File: config.mk
export PLATFORM = sky130hd
export DESIGN_NAME = sha256_block_compress_unit_flat
export DESIGN_NICKNAME = d
export VERILOG_FILES = /design/src/sha256_pkg.sv /design/src/sha256_ifs.sv /design/src/sha256_round.sv /design/src/sha256_block_compress_unit.sv /design/src/flat_wrapper.sv
export SDC_FILE = /design/constraint.sdc
export NUM_CORES = 2
export LEC_CHECK = 0
export ABC_AREA = 1
export ABC_CLOCK_PERIOD_IN_PS = 18000
export BUFFER_PORTS_ARGS = -buffer_cell sky130_fd_sc_hd__buf_4
export CAP_MARGIN = 20
export CORE_MARGIN = 5
export CORE_UTILIZATION = 50
export DETAILED_ROUTE_END_ITERATION = 8
export HOLD_SLACK_MARGIN = 0.05
export PLACE_DENSITY = 0.65
export SETUP_SLACK_MARGIN = 0.02
export SYNTH_ARGS = -nofsm -noshare
export SYNTH_HDL_FRONTEND = slang
export SYNTH_HIERARCHICAL = 1
export SYNTH_SLANG_ARGS = --single-unit
File: constraint.sdc
create_clock -name i_clk -period 18 [get_ports i_clk]
set_input_delay 1.8 -clock i_clk [delete_from_list [all_inputs] [get_ports i_clk]]
set_output_delay 1.8 -clock i_clk [all_outputs]
set_load 0.1 [all_outputs]
File: src/sha256_pkg.sv
// ============================================================================
// SHA-256 compression package
// Shared types, the initial hash value, the round constants and the
// SHA-256 helper functions.
// ============================================================================
package sha256_pkg;

    typedef logic [31:0]       t_word;
    typedef logic [7:0][31:0]  t_hash;    // index 0 is word a / H0
    typedef logic [15:0][31:0] t_window;  // index 0 is the oldest word

    localparam int unsigned NUM_ROUNDS  = 64;
    localparam int unsigned BLOCK_WORDS = 16;

    localparam t_word INIT_HASH [0:7] = '{
        32'h6a09e667, 32'hbb67ae85, 32'h3c6ef372, 32'ha54ff53a,
        32'h510e527f, 32'h9b05688c, 32'h1f83d9ab, 32'h5be0cd19
    };

    localparam t_word ROUND_K [0:NUM_ROUNDS-1] = '{
        32'h428a2f98, 32'h71374491, 32'hb5c0fbcf, 32'he9b5dba5,
        32'h3956c25b, 32'h59f111f1, 32'h923f82a4, 32'hab1c5ed5,
        32'hd807aa98, 32'h12835b01, 32'h243185be, 32'h550c7dc3,
        32'h72be5d74, 32'h80deb1fe, 32'h9bdc06a7, 32'hc19bf174,
        32'he49b69c1, 32'hefbe4786, 32'h0fc19dc6, 32'h240ca1cc,
        32'h2de92c6f, 32'h4a7484aa, 32'h5cb0a9dc, 32'h76f988da,
        32'h983e5152, 32'ha831c66d, 32'hb00327c8, 32'hbf597fc7,
        32'hc6e00bf3, 32'hd5a79147, 32'h06ca6351, 32'h14292967,
        32'h27b70a85, 32'h2e1b2138, 32'h4d2c6dfc, 32'h53380d13,
        32'h650a7354, 32'h766a0abb, 32'h81c2c92e, 32'h92722c85,
        32'ha2bfe8a1, 32'ha81a664b, 32'hc24b8b70, 32'hc76c51a3,
        32'hd192e819, 32'hd6990624, 32'hf40e3585, 32'h106aa070,
        32'h19a4c116, 32'h1e376c08, 32'h2748774c, 32'h34b0bcb5,
        32'h391c0cb3, 32'h4ed8aa4a, 32'h5b9cca4f, 32'h682e6ff3,
        32'h748f82ee, 32'h78a5636f, 32'h84c87814, 32'h8cc70208,
        32'h90befffa, 32'ha4506ceb, 32'hbef9a3f7, 32'hc67178f2
    };

    function automatic t_word big_sigma0(input t_word x);
        return {x[1:0], x[31:2]} ^ {x[12:0], x[31:13]} ^ {x[21:0], x[31:22]};
    endfunction

    function automatic t_word big_sigma1(input t_word x);
        return {x[5:0], x[31:6]} ^ {x[10:0], x[31:11]} ^ {x[24:0], x[31:25]};
    endfunction

    function automatic t_word small_sigma0(input t_word x);
        return {x[6:0], x[31:7]} ^ {x[17:0], x[31:18]} ^ {3'b000, x[31:3]};
    endfunction

    function automatic t_word small_sigma1(input t_word x);
        return {x[16:0], x[31:17]} ^ {x[18:0], x[31:19]} ^ {10'b0, x[31:10]};
    endfunction

    function automatic t_word choose(input t_word x, input t_word y, input t_word z);
        return (x & y) ^ (~x & z);
    endfunction

    function automatic t_word majority(input t_word x, input t_word y, input t_word z);
        return (x & y) ^ (x & z) ^ (y & z);
    endfunction

endpackage

File: src/sha256_ifs.sv
// ============================================================================
// SHA-256 stream interfaces
// Valid/ready channels for message words in and digest words out.
// ============================================================================
interface sha256_in_if;
    logic        valid;
    logic        ready;
    logic [31:0] msg_word;
    logic        message_start;
    logic        message_end;

    modport source (output valid, output msg_word, output message_start,
                    output message_end, input ready);
    modport sink   (input valid, input msg_word, input message_start,
                    input message_end, output ready);
endinterface

interface sha256_out_if;
    logic        valid;
    logic        ready;
    logic [31:0] digest_word;
    logic        digest_last;

    modport source (output valid, output digest_word, output digest_last, input ready);
    modport sink   (input valid, input digest_word, input digest_last, output ready);
endinterface

File: src/sha256_round.sv
// ============================================================================
// SHA-256 round unit
// One compression round plus one step of the message schedule expansion.
// ============================================================================
module sha256_round
    import sha256_pkg::*;
(
    input  t_hash   i_work,
    input  t_window i_window,
    input  t_word   i_k,
    output t_hash   o_work,
    output t_word   o_new_word
);

    t_word t1;
    t_word t2;

    always_comb begin
        t1 = i_work[7] + big_sigma1(i_work[4]) + choose(i_work[4], i_work[5], i_work[6])
           + i_k + i_window[0];
        t2 = big_sigma0(i_work[0]) + majority(i_work[0], i_work[1], i_work[2]);

        o_work[0] = t1 + t2;
        o_work[1] = i_work[0];
        o_work[2] = i_work[1];
        o_work[3] = i_work[2];
        o_work[4] = i_work[3] + t1;
        o_work[5] = i_work[4];
        o_work[6] = i_work[5];
        o_work[7] = i_work[6];
    end

    // W[t+16] from the rolling window that holds W[t] .. W[t+15].
    assign o_new_word = small_sigma1(i_window[14]) + i_window[9]
                      + small_sigma0(i_window[1]) + i_window[0];

endmodule

File: src/sha256_block_compress_unit.sv
// ============================================================================
// SHA-256 block compression unit
// Absorbs padded message words and runs the SHA-256 compression function.
// ============================================================================
// Usage:
// The input channel i_msg carries one 32-bit big-endian word of an already
// padded message per transaction, sixteen per 512-bit block. Set
// message_start on the first word of a message to reload the initial hash
// value; set message_end on the sixteenth word of the final block to get
// the digest.
// Words that do not complete a block are taken one per cycle. The word
// that completes a block starts the compression: 64 rounds, one per cycle
// on a single shared round unit, then a final step that adds the working
// variables into the chaining words; ready stays low through both.
// When message_end was set, the eight digest words H0..H7 follow on the
// output channel o_dig, one transaction each, the last marked with
// digest_last. The first digest word is valid in the cycle after the final
// addition. Input ready stays low until the eighth word is taken; a stalled
// receiver simply holds the block with the current word on the port.
// Reset (synchronous, active low) restores the initial hash value, clears
// the word count and leaves both channels idle.
// ============================================================================
module sha256_block_compress_unit
    import sha256_pkg::*;
(
    input  logic          i_clk,
    input  logic          i_rst_n,
    sha256_in_if.sink     i_msg,
    sha256_out_if.source  o_dig
);

    localparam logic [1:0] ST_IDLE  = 2'd0;
    localparam logic [1:0] ST_ROUND = 2'd1;
    localparam logic [1:0] ST_FINAL = 2'd2;
    localparam logic [1:0] ST_OUT   = 2'd3;

    // Control state.
    logic [1:0] r_state, n_state;
    logic [3:0] r_count, n_count;
    logic [5:0] r_round, n_round;
    logic [2:0] r_idx,   n_idx;
    logic       r_end,   n_end;
    t_hash      r_chain, n_chain;

    // Datapath state; never read before it is written.
    t_window    r_window, n_window;
    t_hash      r_work,   n_work;

    t_hash      rnd_work;
    t_word      rnd_new_word;

    logic       in_fire;
    logic       out_fire;
    logic [3:0] eff_count;
    t_hash      init_hash;

    always_comb begin
        for (int i = 0; i < 8; i++) begin
            init_hash[i] = INIT_HASH[i];
        end
    end

    sha256_round u_round (
        .i_work     (r_work),
        .i_window   (r_window),
        .i_k        (ROUND_K[r_round]),
        .o_work     (rnd_work),
        .o_new_word (rnd_new_word)
    );

    assign i_msg.ready       = (r_state == ST_IDLE);
    assign o_dig.valid       = (r_state == ST_OUT);
    assign o_dig.digest_word = r_chain[r_idx];
    assign o_dig.digest_last = (r_idx == 3'd7);

    assign in_fire  = i_msg.valid && i_msg.ready;
    assign out_fire = o_dig.valid && o_dig.ready;

    // A start flag restarts the block, so the word becomes word 0.
    assign eff_count = i_msg.message_start ? 4'd0 : r_count;

    always_comb begin
        n_state  = r_state;
        n_count  = r_count;
        n_round  = r_round;
        n_idx    = r_idx;
        n_end    = r_end;
        n_chain  = r_chain;
        n_window = r_window;
        n_work   = r_work;

        unique case (r_state)
            ST_IDLE: begin
                if (in_fire) begin
                    // The window shifts toward index 0, so after sixteen words
                    // it holds W0..W15 in order; stale words of a discarded
                    // partial block have been pushed out by then.
                    n_window = {i_msg.msg_word, r_window[15:1]};
                    if (i_msg.message_start) begin
                        n_chain = init_hash;
                    end
                    if (eff_count == 4'd15) begin
                        n_count = 4'd0;
                        n_round = 6'd0;
                        n_work  = r_chain;
                        n_end   = i_msg.message_end;
                        n_state = ST_ROUND;
                    end else begin
                        n_count = eff_count + 4'd1;
                    end
                end
            end
            ST_ROUND: begin
                n_work   = rnd_work;
                n_window = {rnd_new_word, r_window[15:1]};
                n_round  = r_round + 6'd1;
                if (r_round == 6'(NUM_ROUNDS - 1)) begin
                    n_state = ST_FINAL;
                end
            end
            ST_FINAL: begin
                for (int i = 0; i < 8; i++) begin
                    n_chain[i] = r_chain[i] + r_work[i];
                end
                n_idx   = 3'd0;
                n_state = r_end ? ST_OUT : ST_IDLE;
            end
            ST_OUT: begin
                if (out_fire) begin
                    n_idx = r_idx + 3'd1;
                    if (r_idx == 3'd7) begin
                        n_state = ST_IDLE;
                    end
                end
            end
            default: begin
                n_state = ST_IDLE;
            end
        endcase
    end

    always_ff @(posedge i_clk) begin
        if (!i_rst_n) begin
            r_state <= ST_IDLE;
            r_count <= 4'd0;
            r_round <= 6'd0;
            r_idx   <= 3'd0;
            r_end   <= 1'b0;
            r_chain <= init_hash;
        end else begin
            r_state <= n_state;
            r_count <= n_count;
            r_round <= n_round;
            r_idx   <= n_idx;
            r_end   <= n_end;
            r_chain <= n_chain;
        end
    end

    always_ff @(posedge i_clk) begin
        r_window <= n_window;
        r_work   <= n_work;
    end

endmodule

File: src/flat_wrapper.sv
// flat-port wrapper written by rule: the top's interface ports become plain ports
module sha256_block_compress_unit_flat import sha256_pkg::*;
  (i_clk, i_rst_n, i_msg_valid, i_msg_msg_word, i_msg_message_start, i_msg_message_end, i_msg_ready, o_dig_valid, o_dig_digest_word, o_dig_digest_last, o_dig_ready);
  sha256_in_if i_msg_i ();
  sha256_out_if o_dig_i ();
  input  logic i_clk;
  input  logic i_rst_n;
  input wire logic [$bits(i_msg_i.valid)-1:0] i_msg_valid;
  input wire logic [$bits(i_msg_i.msg_word)-1:0] i_msg_msg_word;
  input wire logic [$bits(i_msg_i.message_start)-1:0] i_msg_message_start;
  input wire logic [$bits(i_msg_i.message_end)-1:0] i_msg_message_end;
  output wire logic [$bits(i_msg_i.ready)-1:0] i_msg_ready;
  output wire logic [$bits(o_dig_i.valid)-1:0] o_dig_valid;
  output wire logic [$bits(o_dig_i.digest_word)-1:0] o_dig_digest_word;
  output wire logic [$bits(o_dig_i.digest_last)-1:0] o_dig_digest_last;
  input wire logic [$bits(o_dig_i.ready)-1:0] o_dig_ready;
  assign i_msg_i.valid = i_msg_valid;
  assign i_msg_i.msg_word = i_msg_msg_word;
  assign i_msg_i.message_start = i_msg_message_start;
  assign i_msg_i.message_end = i_msg_message_end;
  assign i_msg_ready = i_msg_i.ready;
  assign o_dig_valid = o_dig_i.valid;
  assign o_dig_digest_word = o_dig_i.digest_word;
  assign o_dig_digest_last = o_dig_i.digest_last;
  assign o_dig_i.ready = o_dig_ready;
  sha256_block_compress_unit u_core (.i_clk(i_clk), .i_rst_n(i_rst_n), .i_msg(i_msg_i), .o_dig(o_dig_i));
endmodule
Yosys cells after proc, flatten, opt, wreduce, memory -nomap -nowiden

Memory sizes are Yosys's and may differ from the RTL's.
Cells that the tools add are included.
Widths: inputs -> output; s select.

ROM bits: 2,048
Memories: 1
Flip-flop bits (word level): 1,040
Logic and storage cells: 130
Output and inout bits: 35

Reductions and logical operators: 13
Muxes and demuxes: 26
Equality and inequality tests: 12
Order comparisons: 2
Bitwise operators: 18
Add/sub/neg operators: 21

Memory list:

| memory          | depth | bits a word | read ports | clocked after Yosys merged registers in | write ports | RTL line                         | text |
|---|---|---|---|---|---|---|---|
| (no name shown) | 64    | 32          | 1          | 0                                       | 0           | sha256_block_compress_unit.sv:66 | `.i_k (ROUND_K[r_round]),` |

Operators with widths:

| kind                | number |
|---|---|
| $mux 256            | 4 |
| $pmux 256 s2        | 2 |
| $pmux 512 s2        | 1 |
| $add 32x32->32      | 18 |
| $mux 512            | 1 |
| $xor 32x32->32      | 9 |
| $and 32x32->32      | 5 |
| $bmux 32 s3         | 1 |
| $mux 32             | 3 |
| $not 32->32         | 1 |
| $xor 32x22->32      | 1 |
| $xor 32x29->32      | 1 |
| $mux 2              | 6 |
| $mux 6              | 2 |
| $pmux 6 s2          | 1 |
| $ne 2x2->1 const B  | 5 |
| $reduce_and 3->1    | 3 |
| $mux 4              | 2 |
| $pmux 2 s4          | 1 |
| $ge 7x7->1 const B  | 1 |
| $not 6->7           | 1 |
| $add 6x1->6 const B | 1 |
| $eq 6x6->1 const B  | 1 |
| $pmux 3 s2          | 1 |
| 14 further kinds    | 20 |

Logic depth before layout (Yosys ltp)

Depth in word-level cells: 8
Depth in mapped cells: 46

By module

Netlist, hierarchy kept.

Modules (own cells, without submodules):

| module                     | cells an instance | instances | area each (um2) |
|---|---|---|---|
| sha256_block_compress_unit | 7,676             | 1         | 59,263.1 |
| sha256_round               | 2,516             | 1         | 17,309.1 |

Worst setup path before layout

OpenSTA, ideal clock, no wires.

Kind: in2reg
Start point: input port i_msg_valid
End point: register u_core/r_window[0] (netlist bit), enable pin
Data required time: 17,097 ps
Path slack: 3,985 ps
Setup time: 903 ps
Buffers on the path: 0
Stages on the path: 4
Arrival: 13,112 ps
Path through: inv_1 nor2_8 inv_1 nand2_1

Cells in the longest elaborated chain, start to end: 3

RTL lines:

| item                       | RTL line                          | text |
|---|---|---|
| from (decl)                | flat_wrapper.sv:8                 | `input wire logic [$bits(i_msg_i.valid)-1:0] i_msg_valid;` |
| $logic_and 1x1->1          | sha256_block_compress_unit.sv:76  | `assign in_fire = i_msg.valid && i_msg.ready;` |
| $ne 2x2->1 (no line)       | n/a                               |  |
| $reduce_and 2->1 (no line) | n/a                               |  |
| to (signal assigned)       | sha256_block_compress_unit.sv:161 | `r_window <= n_window;` |
| to (decl)                  | sha256_block_compress_unit.sv:46  | `t_window r_window, n_window;` |

No other way between the ends.
A chain may end at the register's enable or synchronous reset.

==> flow_summary.toml <==
[sta]
finalHoldWorstSlack_ns = 0.400
fmax_mhz = 117
final_hold_vios = 0
drv_slew = 0
worst_pin_slew_ns = 1.21
tns_ns = 0
final_period_minus_worst_setup_slack_ns = 8.56
timing.final.crit_share_pct = 47.6
setup_violations = 0
slew-limit-headroom_pct = 19.1
skew_ns = 0.0563
rsz_0062_raised_after_global_routing = "false"

[hold_path]
worstHoldEndpoint = "u_core/r_window[370]$_DFFE_PP_"
min_path_cells = 0
timing.hold.worst.start = "u_core/r_window[402]$_DFFE_PP_"
hold_class = "flip-flop to flip-flop"

[global_routing]
grt_antenna_before_repair = 19
maximum_number_of_pins_on_one_net_before_global_route_repair = 187
grt_pass1_wl_microns = 441000
via_count_of_the_first_global_routing_pass = 63600
gr-usage-all-layers_pct = 37.2
global_route.overflow_total = 0

[worst_setup_path]
crit_fanout = 16
crit_arrival_ns = 9.05
r2r-end = "u_core/r_work[22]$_DFFE_PP_"
timing.critical_path.from_type = "flip-flop"
crit-reg2reg-launch = "u_core/r_round[0]$_SDFFE_PN0P_"
timing.critical_path.slowest_cell_delay_ns = 0.81
worst-setup-path-type = "flip-flop to flip-flop"
timing.critical_path.slowest_stage_cell = "dfxtp_1"
worst_path_required_time_ns = 18.49
timing.critical_path.to_type = "flip-flop"
crit_top_cell = "nand2_1"
ff2ff_path_depth = 38
r2r_setup_slack_ns = 9.44
timing.critical_path.from = "u_core/r_round[0]$_SDFFE_PN0P_"

[clock_tree]
clk_pin_slew_worst_paths_ns = 0.06
cts-hold-fix-buffers = 0
worstSkewPairLatency_ns = 0.78
cts_setup_buffers = 0
cts_tree = "yes"
cts.root.buffer_cell = "clkbuf_16"
cts_sinks = 1040
cts_buffer_depth = 3
htree_num_levels = 3
cts.repair.resized = 0
numCtsBuffers = 113

[synth]
asyncSetResetFlopFracSynth_pct = 0
synth.top_cell.area_share_pct = 30.1
synth_enable_flop_cells = 768
net_count_synth = 10800
post-synth-top-area-cell = "edfxtp_1"
average_footprint_of_a_synthesized_cell_sq_um = 7.51
yosys_warnings = 6
number_of_distinct_library_cells_after_synthesis = 70
mappedNetlistArea_sq_um = 76600
syn_inst_count = 10200
post_synthesis_sequential_element_count = 1040
yosys-top-cells-area = "edfxtp_1 (30%), nand2_1 (16%), inv_1 (7.8%)"
seq_area_frac_synth_pct = 37.2
postSynth.topFlopCell = "edfxtp_1"

[route]
wl_per_cell_microns = 25.8
route.antenna.remaining_nets = 0
via_per_inst = 5.78
wirelength_microns = 313000
initialDrtViolationCount = 8884
total_via_count_after_detailed_routing = 70000
drtPass1Iterations = 9
drc = 18

[cells_and_area]
sequential_cell_area_sq_um = 28500
layout-drive-gt1-share_pct = 4.37
num-fill-cells = 14700
multi_input_area_sq_um = 39500
area.growth.synth_to_final_pct = 6.51
final_nets = 10600

[floorplan]
floorplan.core_area_sq_um = 152000
start_util_pct = 50.3
fp.dieArea_sq_um = 161000
floorplan.io_pins = 73
die_w_microns = 401
core.rowCount = 143
die_y_microns = 401

[run_status]
run_status = "finished, violations left"
failing_checks = "DRC"

[pwr]
cellPowerDensity_nw_per_um2 = 212
cellLeakagePower_nw = 38.0
vdd_ir_drop_max_uv = 185

[place]
gp_congestion = 1.06
post-dp-hpwl_microns = 246000
buffer_ports.inserted = 72

[run]
cap_viol_max_count = 0
registers in the layout, indices dropped and copies added (netlist names):
signal / cells
u_core/r_state: 2
u_core/r_work: 256
u_core/r_chain: 256
u_core/r_window: 512
u_core/r_count: 4
u_core/r_end: 1
u_core/r_round: 6
u_core/r_idx: 3
placed cells by master, fill, tap and decap left out, drive strengths merged, types with 11 or more instances in the layout:
master / instances
a21o: 21
a21oi: 704
a31oi: 44
and2: 16
buf: 130
bufinv: 17
clkbuf: 127
clkinv: 57
dfxtp: 272
edfxtp: 768
fa: 195
ha: 392
inv: 1603
mux2i: 23
nand2: 3234
nand3: 495
nand3b: 26
nand4: 60
nor2: 649
nor3: 63
o211ai: 70
o21a: 11
o21ai: 492
o21bai: 77
o221ai: 20
o22ai: 12
or2: 32
xnor2: 163
xor2: 233
final cells by class:
type	count	share of cell area, %
timing repair buffer	130	1.25
clock inverter	88	1.31
inverter	1597	7.38
clock buffer	127	3.53
tap	2030	3.11
antenna	4	0.0123
sequential	1040	35.0
multi-input combinational	7102	48.4
worst max path at each step:
stage                                               to  slack (ns)
after detailed placement   u_core/r_work[22]$_DFFE_PP_        9.75
after global routing       u_core/r_work[22]$_DFFE_PP_        9.17
final                      u_core/r_work[22]$_DFFE_PP_        9.44
after CTS                  u_core/r_work[22]$_DFFE_PP_        9.69
after floorplan           u_core/r_window[0]$_DFFE_PP_        3.99
after global placement     u_core/r_work[22]$_DFFE_PP_        9.74
logic make-up (layout without fill, tap and decap cells):
logic type / count (synthesis) / in the layout / share of synthesized area [%]
buffers and inverters: 2050 / 1942 / 11.2
AO/OA/AOI/OAI: 1499 / 1499 / 10.8
multiplexers: 31 / 31 / 0.418
flip-flops: 1040 / 1040 / 37.2
adder cells (fa/ha/maj): 588 / 588 / 11.5
other: 0 / 4 / 0
AND/OR/NAND/NOR: 4588 / 4588 / 24.2
XOR/XNOR: 396 / 396 / 4.55
cells in the mapped netlist (all sizes together), types with 6 or more instances:
cell type  number
nand3         495
o211ai         70
or2            32
o21ai         492
and3            6
xnor2         163
o2111ai         8
ha            392
nand4          60
inv          1595
o221ai         20
edfxtp        768
nand3b         26
mux2            8
nor3           63
and2           16
mux2i          23
fa            195
o22ai          12
a31oi          44
a21o           21
o21bai         77
nand2        3234
a21oi         704
o21a           11
nor2          649
clkbuf        102
a21boi         10
buf           351
xor2          233
dfxtp         272
report_power, final:
| group | leakage, nW | switching (mW) | total, mW | internal (mW) |
|---|---|---|---|---|
| sequential | 9.52 | 0.299 | 3.26 | 2.96 |
| clock | 1.91 | 1.08 | 2.49 | 1.41 |
| combinational | 26.6 | 8.09 | 11.6 | 3.47 |
stage by stage:
step | cells | total power [mW] | util [%] | cell area [sq um] | setup slack (ns)
after floorplan | 10200 | 10.6 | - | 76600 | 3.99
after global placement | 11900 | 14.4 | 51.0 | 77600 | 9.74
after detailed placement | 11900 | 14.3 | 51.0 | 77600 | 9.75
after CTS | 12100 | 16.9 | 53.6 | 81500 | 9.69
after global routing | 12100 | 18.3 | 53.6 | 81500 | 9.17
final | 12100 | 17.3 | 53.6 | 81600 | 9.44
worst max-delay path: cells and delay by family, from the launching register on:
kind                       cells  cell delay (ns)
adders and majority gates      6             2.87
and+or+nand+nor               18             2.46
AOI/OAI and AO/OA              6             1.35
buffers and inverters          8             0.81
DFF                            1             0.81
layer usage:
layer  up-vias  track usage, %  wire, microns
met4         6            12.6          13100
li1      32100               -              -
met2      4000            52.0         124000
met3       658            12.4          43000
met5         -               0             41
met1     33200            54.0         132000
Power figures use the tool's default switching activity.
